<file path="src/rtl/plb_pkg.sv">
// ----------------------------------------------------------------------------
// plb_pkg
// Shared types and constants of the positional list buffer: field widths,
// operation and status codes, controller states and control bundles.
// ----------------------------------------------------------------------------
package plb_pkg;

  localparam int OP_W  = 3;
  localparam int POS_W = 7;
  localparam int VAL_W = 32;
  localparam int ST_W  = 2;
  localparam int CNT_W = 7;

  typedef enum logic [OP_W-1:0] {
    OP_APPEND = 3'd0,
    OP_INSERT = 3'd1,
    OP_REMOVE = 3'd2,
    OP_GET    = 3'd3,
    OP_SET    = 3'd4
  } op_e;

  typedef enum logic [ST_W-1:0] {
    ST_OK    = 2'd0,
    ST_RANGE = 2'd1,
    ST_FULL  = 2'd2
  } status_e;

  typedef enum logic [2:0] {
    S_IDLE,
    S_DECODE,
    S_SHIFT_CHK,
    S_SHIFT_WR,
    S_DONE
  } state_e;

  // Commands from the controller to the datapath.
  typedef struct packed {
    logic load;      // capture the accepted item
    logic ptr_init;  // set the shift pointer for insert or remove
    logic rd;        // read one entry into the read register
    logic wr_shift;  // write the read register back one place over
    logic wr_val;    // write the item value
    logic commit;    // update the count and load the result
  } ctrl_t;

  // Status from the datapath to the controller.
  typedef struct packed {
    op_e  op;
    logic err;         // range or full error on the held item
    logic shift_more;  // another entry still has to move
  } stat_t;

endpackage

</file>
<file path="src/rtl/positional_list_buffer_unit.sv">
// Sequencing: append, set, get, spare opcodes and errors pass through decode
// and done; insert and remove also pass one shift check and write per entry moved.
// Throughput: one item at a time; the memory has one write port, and each
// shift moves one entry per read/write pair; a new item is taken the cycle
// after the last commits.
// Reset: asynchronous, active low; clears the element count and handshake
// state, the entry memory and the result registers are not cleared.
// ----------------------------------------------------------------------------
// positional_list_buffer_unit
// Ordered list of signed words with append, insert, remove, get and set,
// kept in a single-port-write memory and shifted one entry per step.
// ----------------------------------------------------------------------------
module positional_list_buffer_unit import plb_pkg::*; #(
  parameter int DEPTH = 64
) (
  input  logic                    clk_i,
  input  logic                    rst_ni,
  input  logic                    in_valid_i,
  output logic                    in_stall_o,
  input  logic [OP_W-1:0]         opcode_i,
  input  logic [POS_W-1:0]        position_i,
  input  logic signed [VAL_W-1:0] value_i,
  output logic                    out_valid_o,
  input  logic                    out_stall_i,
  output logic signed [VAL_W-1:0] read_value_o,
  output logic [ST_W-1:0]         status_o,
  output logic [CNT_W-1:0]        count_o
);

  ctrl_t ctrl;
  stat_t stat;

  plb_ctrl u_ctrl (
    .clk_i       (clk_i),
    .rst_ni      (rst_ni),
    .in_valid_i  (in_valid_i),
    .in_stall_o  (in_stall_o),
    .out_valid_o (out_valid_o),
    .out_stall_i (out_stall_i),
    .stat_i      (stat),
    .ctrl_o      (ctrl)
  );

  plb_dpath #(.DEPTH(DEPTH)) u_dpath (
    .clk_i        (clk_i),
    .rst_ni       (rst_ni),
    .opcode_i     (opcode_i),
    .position_i   (position_i),
    .value_i      (value_i),
    .ctrl_i       (ctrl),
    .stat_o       (stat),
    .read_value_o (read_value_o),
    .status_o     (status_o),
    .count_o      (count_o)
  );

endmodule

</file>
<file path="src/rtl/plb_dpath.sv">
// ----------------------------------------------------------------------------
// plb_dpath
// Datapath: item registers, entry memory, shift pointer, element count and
// the result register.
// ----------------------------------------------------------------------------
module plb_dpath import plb_pkg::*; #(
  parameter int DEPTH = 64
) (
  input  logic                    clk_i,
  input  logic                    rst_ni,
  input  logic [OP_W-1:0]         opcode_i,
  input  logic [POS_W-1:0]        position_i,
  input  logic signed [VAL_W-1:0] value_i,
  input  ctrl_t                   ctrl_i,
  output stat_t                   stat_o,
  output logic signed [VAL_W-1:0] read_value_o,
  output logic [ST_W-1:0]         status_o,
  output logic [CNT_W-1:0]        count_o
);

  localparam int AW = $clog2(DEPTH);
  localparam int HW = $clog2(DEPTH + 1);
  localparam int CW = (HW > POS_W) ? HW : POS_W;

  op_e                    op_q;
  logic [POS_W-1:0]       pos_q;
  logic signed [VAL_W-1:0] val_q;
  logic [HW-1:0]          held_q, held_d;
  logic [AW-1:0]          ptr_q;
  logic [VAL_W-1:0]       rd_q;
  logic [VAL_W-1:0]       mem [DEPTH];
  logic signed [VAL_W-1:0] rv_q;
  status_e                st_q;
  logic [CNT_W-1:0]       cnt_q;

  logic [CW-1:0] pos_w, held_w, ptr_w, depth_w;
  logic          full, range_err, full_err, shift_more;
  logic [AW-1:0] rd_addr, wr_addr;
  status_e       st_d;
  logic [CW-1:0] held_nx_w;

  // Widen the compare operands to one width
  assign pos_w   = CW'(pos_q);
  assign held_w  = CW'(held_q);
  assign ptr_w   = CW'(ptr_q);
  assign depth_w = CW'(DEPTH);
  assign full    = (held_w >= depth_w);

  // Check position and capacity for the held item
  always_comb begin
    range_err  = 1'b0;
    full_err   = 1'b0;
    shift_more = 1'b0;
    rd_addr    = pos_w[AW-1:0];
    wr_addr    = pos_w[AW-1:0];
    case (op_q)
      OP_APPEND: begin
        full_err = full;
        wr_addr  = held_w[AW-1:0];
      end
      OP_INSERT: begin
        range_err  = (pos_w > held_w);
        full_err   = !range_err && full;
        shift_more = (ptr_w > pos_w);
        rd_addr    = ptr_q - AW'(1);
      end
      OP_REMOVE: begin
        range_err  = (pos_w >= held_w);
        shift_more = ((ptr_w + CW'(1)) < held_w);
        rd_addr    = ptr_q + AW'(1);
      end
      OP_GET, OP_SET: begin
        range_err = (pos_w >= held_w);
      end
      default: begin
      end
    endcase
  end

  assign stat_o.op         = op_q;
  assign stat_o.err        = range_err || full_err;
  assign stat_o.shift_more = shift_more;

  // Form the status and the next count
  always_comb begin
    if (range_err) begin
      st_d = ST_RANGE;
    end else if (full_err) begin
      st_d = ST_FULL;
    end else begin
      st_d = ST_OK;
    end
    held_nx_w = held_w;
    if (st_d == ST_OK) begin
      if (op_q == OP_APPEND || op_q == OP_INSERT) begin
        held_nx_w = held_w + CW'(1);
      end else if (op_q == OP_REMOVE) begin
        held_nx_w = held_w - CW'(1);
      end
    end
    held_d = held_nx_w[HW-1:0];
  end

  // Capture the accepted item
  always_ff @(posedge clk_i) begin
    if (ctrl_i.load) begin
      op_q  <= op_e'(opcode_i);
      pos_q <= position_i;
      val_q <= value_i;
    end
  end

  // Hold the element count
  always_ff @(posedge clk_i or negedge rst_ni) begin
    if (!rst_ni) begin
      held_q <= '0;
    end else if (ctrl_i.commit) begin
      held_q <= held_d;
    end
  end

  // Move the shift pointer one entry per step
  always_ff @(posedge clk_i) begin
    if (ctrl_i.ptr_init) begin
      ptr_q <= (op_q == OP_INSERT) ? held_w[AW-1:0] : pos_w[AW-1:0];
    end else if (ctrl_i.wr_shift) begin
      ptr_q <= (op_q == OP_INSERT) ? (ptr_q - AW'(1)) : (ptr_q + AW'(1));
    end
  end

  // Entry memory: one write port, one registered read port
  always_ff @(posedge clk_i) begin
    if (ctrl_i.wr_shift) begin
      mem[ptr_q] <= rd_q;
    end else if (ctrl_i.wr_val) begin
      mem[wr_addr] <= val_q;
    end
    if (ctrl_i.rd) begin
      rd_q <= mem[rd_addr];
    end
  end

  // Load the result register
  always_ff @(posedge clk_i) begin
    if (ctrl_i.commit) begin
      st_q  <= st_d;
      cnt_q <= held_nx_w[CNT_W-1:0];
      if (op_q == OP_GET) begin
        rv_q <= range_err ? '1 : rd_q;
      end else begin
        rv_q <= '0;
      end
    end
  end

  assign read_value_o = rv_q;
  assign status_o     = st_q;
  assign count_o      = cnt_q;

endmodule

</file>
<file path="src/rtl/plb_ctrl.sv">
// ----------------------------------------------------------------------------
// plb_ctrl
// Controller: sequences each item through decode, entry shifting and result
// delivery, and owns both handshakes.
// ----------------------------------------------------------------------------
module plb_ctrl import plb_pkg::*; (
  input  logic  clk_i,
  input  logic  rst_ni,
  input  logic  in_valid_i,
  output logic  in_stall_o,
  output logic  out_valid_o,
  input  logic  out_stall_i,
  input  stat_t stat_i,
  output ctrl_t ctrl_o
);

  state_e state_q, state_d;
  logic   out_valid_q, out_valid_d;
  logic   out_free;

  assign out_free   = !out_valid_q || !out_stall_i;
  assign in_stall_o = (state_q != S_IDLE);

  // Hold state and result valid
  always_ff @(posedge clk_i or negedge rst_ni) begin
    if (!rst_ni) begin
      state_q     <= S_IDLE;
      out_valid_q <= 1'b0;
    end else begin
      state_q     <= state_d;
      out_valid_q <= out_valid_d;
    end
  end

  // Next state and commands
  always_comb begin
    state_d = state_q;
    ctrl_o  = '0;
    case (state_q)
      S_IDLE: begin
        if (in_valid_i) begin
          ctrl_o.load = 1'b1;
          state_d     = S_DECODE;
        end
      end
      S_DECODE: begin
        state_d = S_DONE;
        if (!stat_i.err) begin
          case (stat_i.op)
            OP_APPEND, OP_SET: ctrl_o.wr_val = 1'b1;
            OP_INSERT, OP_REMOVE: begin
              ctrl_o.ptr_init = 1'b1;
              state_d         = S_SHIFT_CHK;
            end
            OP_GET: ctrl_o.rd = 1'b1;
            default: begin
            end
          endcase
        end
      end
      S_SHIFT_CHK: begin
        if (stat_i.shift_more) begin
          ctrl_o.rd = 1'b1;
          state_d   = S_SHIFT_WR;
        end else begin
          ctrl_o.wr_val = (stat_i.op == OP_INSERT);
          state_d       = S_DONE;
        end
      end
      S_SHIFT_WR: begin
        ctrl_o.wr_shift = 1'b1;
        state_d         = S_SHIFT_CHK;
      end
      S_DONE: begin
        if (out_free) begin
          ctrl_o.commit = 1'b1;
          state_d       = S_IDLE;
        end
      end
      default: state_d = S_IDLE;
    endcase
  end

  // Raise valid on commit, drop it once the item is taken
  always_comb begin
    if (ctrl_o.commit) begin
      out_valid_d = 1'b1;
    end else if (out_valid_q && out_stall_i) begin
      out_valid_d = 1'b1;
    end else begin
      out_valid_d = 1'b0;
    end
  end

  assign out_valid_o = out_valid_q;

endmodule

</file>
<file path="config.mk">
export PLATFORM = sky130hd
export DESIGN_NAME = positional_list_buffer_unit
export DESIGN_NICKNAME = d
export VERILOG_FILES = /design/src/rtl/plb_pkg.sv /design/src/rtl/positional_list_buffer_unit.sv /design/src/rtl/plb_dpath.sv /design/src/rtl/plb_ctrl.sv
export SDC_FILE = /design/constraint.sdc
export NUM_CORES = 2
export LEC_CHECK = 0
export BUFFER_PORTS_ARGS = -buffer_cell sky130_fd_sc_hd__buf_2
export CAP_MARGIN = 10
export CORE_MARGIN = 2
export CORE_UTILIZATION = 60
export CTS_BUF_LIST = sky130_fd_sc_hd__clkbuf_8
export CTS_CLUSTER_SIZE = 30
export DETAILED_ROUTE_END_ITERATION = 16
export PLACE_DENSITY = 0.76
export SLEW_MARGIN = 20
export SYNTH_ARGS = -nofsm -noshare
export SYNTH_HDL_FRONTEND = slang
export SYNTH_SLANG_ARGS = --single-unit
</file>
<file path="constraint.sdc">
create_clock -name clk_i -period 11.8 [get_ports clk_i]
set_clock_uncertainty 0.15 [all_clocks]
set_input_delay 2.36 -clock clk_i [delete_from_list [all_inputs] [get_ports clk_i]]
set_output_delay 2.36 -clock clk_i [all_outputs]
set_load 0.02 [all_outputs]
</file>
[Yosys cells after proc, flatten, opt, wreduce, memory -nomap -nowiden]
Memory sizes are Yosys's and may differ from the RTL's. A register that Yosys moved wholly into a read port is not among the register bits.
Cells that the tools add are included.
Storage, ports and cells
  flip-flop bits (word level): 100
  bits of input ports: 46
  memory bits (writable): 2048
  word-level logic and storage cells: 95
  output and inout bits: 43
  memories kept: 1
Operators by class
  magnitude comparators: 5
  mux-type cells: 46
  add/sub/neg operators: 5
  reductions and logical operators: 18
  equal/unequal tests: 10
Memory list
  u_dpath.mem: depth 64, width 32, read ports 1, clocked after Yosys merged registers in 1, wr ports 1, line plb_dpath.sv:31  | logic [VAL_W-1:0] mem [DEPTH];
Operators with widths (number)
  2-to-1 mux 32 bit: 2
  2-to-1 mux 6 bit: 6
  OR reduction 32 bit: 1
  2-to-1 mux 7 bit: 3
  2-to-1 mux 1 bit: 20
  2-to-1 mux 3 bit: 5
  case mux 3 bit (5 select lines): 1
  == test 3 x 2 -> 1 bit (second input constant): 4
  case mux 6 bit (2 select lines): 1
  case mux 1 bit (2 select lines): 5
  adder 6 x 1 -> 7 bit (second input constant): 1
  adder 7 x 1 -> 7 bit (second input constant): 1
  >= comparator 7 bit: 1
  >= comparator 7 bit (second input constant): 1
  greater-than comparator 6 x 7 -> 1 bit: 1
  greater-than comparator 7 bit: 1
  less-than comparator 7 bit: 1
  subtractor 7 x 1 -> 7 bit (second input constant): 1
  adder 6 x 1 -> 6 bit (second input constant): 1
  == test 3 x 1 -> 1 bit (second input constant): 2
  == test 3 bit (second input constant): 2
  logical NOT 3 bit: 2
  2-to-1 mux 2 bit: 3
  subtractor 6 x 1 -> 6 bit (second input constant): 1
  11 further kinds: 17

[Logic depth before layout (Yosys ltp)]
  depth in word-level cells: 12
  gate-level depth with buffers: 14
  gate-level depth less buffers: 11

[Hierarchy]
Synthesis repeated with hierarchy kept, for this count alone.
Unflattened totals
  cell total of the unflattened synthesis: 5108
  area, all modules: 86002.5 sq um
Modules (own cells, without submodules)
  plb_dpath: cells an instance 5069, sequential area each 65307.6 sq um, times used 1, area an instance 85692.2 sq um
  plb_ctrl: cells an instance 39, sequential area each 100.1 sq um, times used 1, area an instance 310.3 sq um

[Worst setup path before layout]
Ideal clock, no wire load.
  path type: input-to-reg
  start: input port out_stall_i
  end: register u_dpath.held_q[2]
  library setup time: 0.134 ns
  arrival: 5.079 ns
  buffers on the path: 0
  stages: 3
  slack: 6.437 ns
  required time: 11.516 ns
  cell sequence: a21oi_1 > nand3_1 > xnor2_1
Between the ends
  word-level cells in the longest chain between the ends: 4
RTL lines
  start, declared: line positional_list_buffer_unit.sv:24  | input logic out_stall_i,
  logical NOT 1 bit: line plb_ctrl.sv:21  | assign out_free = !out_valid_q || !out_stall_i;
  logical OR 1 bit: line plb_ctrl.sv:21
  2-to-1 mux 1 bit: line plb_ctrl.sv:75  | if (out_free) begin
  2-to-1 mux 1 bit: line plb_ctrl.sv:39  | case (state_q)
  end signal, assigned: line plb_dpath.sv:118  | held_q <= held_d;
  end, declared: line plb_dpath.sv:28  | logic [HW-1:0] held_q, held_d;
Every way passes these cells.
A chain may end at the register's enable or synchronous reset.

[Final worst setup path]
  start: register u_dpath.op_q[1]
  end: register u_dpath.rd_q[29] (read register of u_dpath.mem), data pin
Between the ends
  word-level cells in the longest chain between the ends: 6
  elaborated cells on any way between the ends: 15
  those cells by class: eq/ne: 4; mux: 8; reduce/logical: 3
RTL lines
  start, declared: line plb_dpath.sv:25  | op_e op_q;
  start signal, assigned: line plb_dpath.sv:107  | op_q <= op_e'(opcode_i);
  == test 3 bit (tied with other cells): line plb_dpath.sv:56  | case (op_q)
  OR reduction 3 bit (no line)
  case mux 1 bit (2 select lines): line plb_dpath.sv:56
  logical OR 1 bit: line plb_dpath.sv:81  | assign stat_o.err = range_err || full_err;
  2-to-1 mux 2 bit: line plb_ctrl.sv:48  | if (!stat_i.err) begin
  case mux 1 bit (2 select lines): line plb_ctrl.sv:39
  end, declared: line plb_dpath.sv:30  | logic [VAL_W-1:0] rd_q;
Several ways; a longest one is shown, not always the timed one.

==> impl_metrics.yaml <==
global_routing:
  antenna_found_initial: 21
  grt_pass1_vias: 55538
  grt_usage: 0.3453
  grt_pass1_wl_microns: 376000
  grt_overflow: 0
  grt_max_degree: 165
worst_setup_path:
  critPathMaxFanout: 144
  path_class: "reg -> reg"
  required_ns: 12.50
  cp_data_arrival_time_ns: 6.65
  worstSetupEndpointType: "flop"
  r2r_cells: 10
  critPathLaunchType: "flop"
  worst_r2r_endpoint: "u_dpath.rd_q[29]$_DFFE_PP_"
  worstReg2RegStart: "u_dpath.op_q[1]$_DFFE_PP_"
  ff2ff_setup_slack_ns: 5.85
floorplanning:
  die-area_sq_um: 149500
  initial_core_util: 0.6035
  ios: 89
  rows: 140
  core_area_sq_um: 145600
  dieWidth_microns: 386.6
  die_h_microns: 386.6
clock_network:
  clockBufferDepth: 4
  cts_hold_buf: 0
  cts_num_sinks: 2180
  htree_levels: 5
  cts_tree: "yes"
  root_buffer: "clkbuf_8"
  numCtsBuffers: 348
  worstSkewPairLatency_ns: 1.04
  cts-resized-gates: 0
  post_cts_buffers: 0
  clkSlewWorstSetupHoldPaths_ns: 0.06
worst_hold_path:
  worstHoldPathType: "reg -> reg"
  min_from: "u_ctrl.state_q[0]$_DFFE_PN0P_"
  whs_endpoint: "u_ctrl.state_q[1]$_DFFE_PN0P_"
  hold_path_depth: 2
placed_design:
  dpl.cell_count: 8295
  io_buffers: 88
  gp_congestion: 0.9603
  dp_hpwl_microns: 148800
synthesis:
  synth_most_common_cell: "edfxtp_1"
  synthesis.nets: 6646
  syn-cell-area_sq_um: 87850
  synth_seq_cells: 2180
  yosys.area.top_type: "edfxtp_1"
  ys.flop_type: "edfxtp_1"
  synthArstFlopShare: 0.005046
  synthCells: 6576
  synth.distinct_cells: 79
  synth_edf_count: 2169
  yosysSeqAreaShare: 0.7446
  ys_warn_count: 0
  ys_top_cells_by_area: "edfxtp_1, nand2_1, nand3_1, and3_1, a311o_1"
  avgSynthCellArea_sq_um: 13.36
  netlist_top_cells_count: "edfxtp_1, nand2_1, nand3_1"
  synth_top_area_share: 0.7414
cells_and_area:
  final_cells: 8893
  drive_gt1_frac: 0.1213
  area_delta_synth_final_pct: 11.33
  nNetsFinal: 6802
power:
  power-per-cell-area_nw_per_um2: 207.6
  leakage_nw: 33.81
  vdd_drop_max_uv: 161.0
outcome:
  status: "finished, final reports clean"
route:
  drc: 0
  routedWlPerCell_microns: 29.45
  wirelength_microns: 261900
  vias_per_cell: 6.660
  num_vias: 59230
  drtIter0Drc: 11024
  ant_nets: 0
  dr.pass1.iters: 10
flow_run:
  max-cap-violations: 0
sta:
  fin_crit_sh: 0.5039
  max_freq_mhz: 168.2
  layout_min_cycle_time_ns: 5.946
  rsz0062_at_grt: "false"
  relSlewSlack: 0.1169
  slew_viol_final: 0
  finalHoldViolCount: 0
  tightest_slew_ns: 1.316
  tns_ns: 0
  setup_viol_count_final: 0
==> worst max-delay path, stage by stage (launching register included) <==
cell	delay, ns
edfxtp_1	0.56
or3b_1	0.78
a32oi_4	0.86
buf_4	0.75
buf_12	0.59
nand2_1	0.12
and3_1	0.20
a311oi_1	1.03
a31o_2	0.23
a221oi_1	0.15
nor3_1	0.29
==> stage by stage <==
stage	total power [W]	setup WS, ns	instance area, sq um	hold slack, ns	utilization
floorplan	0.01243	6.437	87850	0.3847	-
global placement	0.01438	6.008	90940	0.4248	0.6248
detailed placement	0.01450	6.040	91790	0.4308	0.6305
CTS	0.02010	6.029	97710	0.4434	0.6712
global route	0.02087	5.773	97790	0.4764	0.6718
finish	0.02030	5.854	97800	0.4477	0.6719
==> state kept, by name, indices dropped and copies added (netlist names) <==
name / cells
u_dpath.val_q: 32
u_dpath.read_value_o: 32
u_dpath.count_o: 7
u_dpath.op_q: 3
u_ctrl.state_q: 3
u_dpath.pos_q: 7
u_dpath.held_q: 7
u_dpath.rd_q: 32
u_dpath.status_o: 2
u_dpath.ptr_q: 6
u_dpath.mem: 2048
u_ctrl.out_valid_o: 1
==> cell type report <==
| class | count | area, sq um |
|---|---|---|
| clock buffer | 356 | 4900 |
| inverter | 22 | 82.58 |
| sequential | 2180 | 65410 |
| timing repair buffer | 244 | 2372 |
| antenna | 7 | 17.52 |
| clock inverter | 231 | 1022 |
| fill | 9588 | 47760 |
| multi-input combinational | 3936 | 21600 |
| tap | 1917 | 2399 |
==> cells by family (layout without fill, tap and decap cells) <==
kind of cell               after synthesis  count (layout)  synth area share
buffers and inverters                  460             853           0.02302
and+or+nand+nor                       3178            3178            0.1570
DFF                                   2180            2180            0.7446
xor gates and xnor gates                17              17          0.001695
muxes                                  114             114           0.01527
other                                    0               7                 0
adders and majority gates               24              24          0.003418
AOI/OAI and AO/OA                      603             603           0.05509
==> layer usage <==
metal | share of wire | vias to the layer above | global-route usage
li1 | - | 24784 | -
met1 | 0.35 | 28706 | 0.4783
met2 | 0.42 | 4978 | 0.4791
met3 | 0.16 | 744 | 0.1187
met4 | 0.062 | 18 | 0.1939
met5 | 0.0010 | - | 0.007792
==> worst max-delay path by stage <==
stage                                    from                            end  slack (ns)
detailed placement  u_dpath.op_q[0]$_DFFE_PP_      u_dpath.rd_q[6]$_DFFE_PP_        6.04
global route        u_dpath.op_q[0]$_DFFE_PP_      u_dpath.rd_q[6]$_DFFE_PP_        5.77
global placement    u_dpath.op_q[0]$_DFFE_PP_     u_dpath.rd_q[27]$_DFFE_PP_        6.01
floorplan                         out_stall_i  u_dpath.held_q[2]$_DFFE_PN0P_        6.44
CTS                 u_dpath.op_q[0]$_DFFE_PP_      u_dpath.rd_q[6]$_DFFE_PP_        6.03
finish              u_dpath.op_q[1]$_DFFE_PP_     u_dpath.rd_q[29]$_DFFE_PP_        5.85
==> report_power, final <==
group / internal [W] / switching [W] / leakage, nW / total (W)
logic: 0.00146 / 0.00410 / 10.8 / 0.00557
clock network: 0.00286 / 0.00287 / 3.39 / 0.00573
registers: 0.00891 / 0.0000969 / 19.7 / 0.00900
==> cells in the final DEF, fill, tap and decap left out, types with 8 or more instances in the layout <==
| master | Yosys | final |
|---|---|---|
| a21oi_1 | 29 | 27 |
| a221oi_1 | 32 | 30 |
| a22o_1 | 30 | 30 |
| a311o_1 | 103 | 103 |
| a311oi_1 | 92 | 91 |
| a31o_2 | 54 | 54 |
| a31oi_1 | 95 | 95 |
| and3_1 | 252 | 252 |
| buf_12 | 0 | 10 |
| buf_16 | 0 | 31 |
| buf_2 | 143 | 88 |
| buf_4 | 15 | 112 |
| clkbuf_8 | 0 | 356 |
| clkinv_1 | 0 | 101 |
| clkinv_2 | 0 | 24 |
| dfrtp_1 | 11 | 11 |
| edfxtp_1 | 2169 | 2169 |
| ha_1 | 24 | 24 |
| inv_1 | 22 | 119 |
| mux2_2 | 41 | 17 |
| mux2_4 | 0 | 24 |
| mux2i_1 | 62 | 62 |
| mux4_2 | 8 | 8 |
| nand2_1 | 1975 | 1975 |
| nand3_1 | 737 | 732 |
| nand4_1 | 33 | 33 |
| nor2_1 | 94 | 89 |
| nor3_1 | 35 | 33 |
| nor4_1 | 10 | 9 |
| o21ai_0 | 18 | 18 |
| o22ai_4 | 0 | 64 |
| o31ai_1 | 13 | 13 |
| xnor2_1 | 12 | 12 |
(Power assumes the default switching activity.)
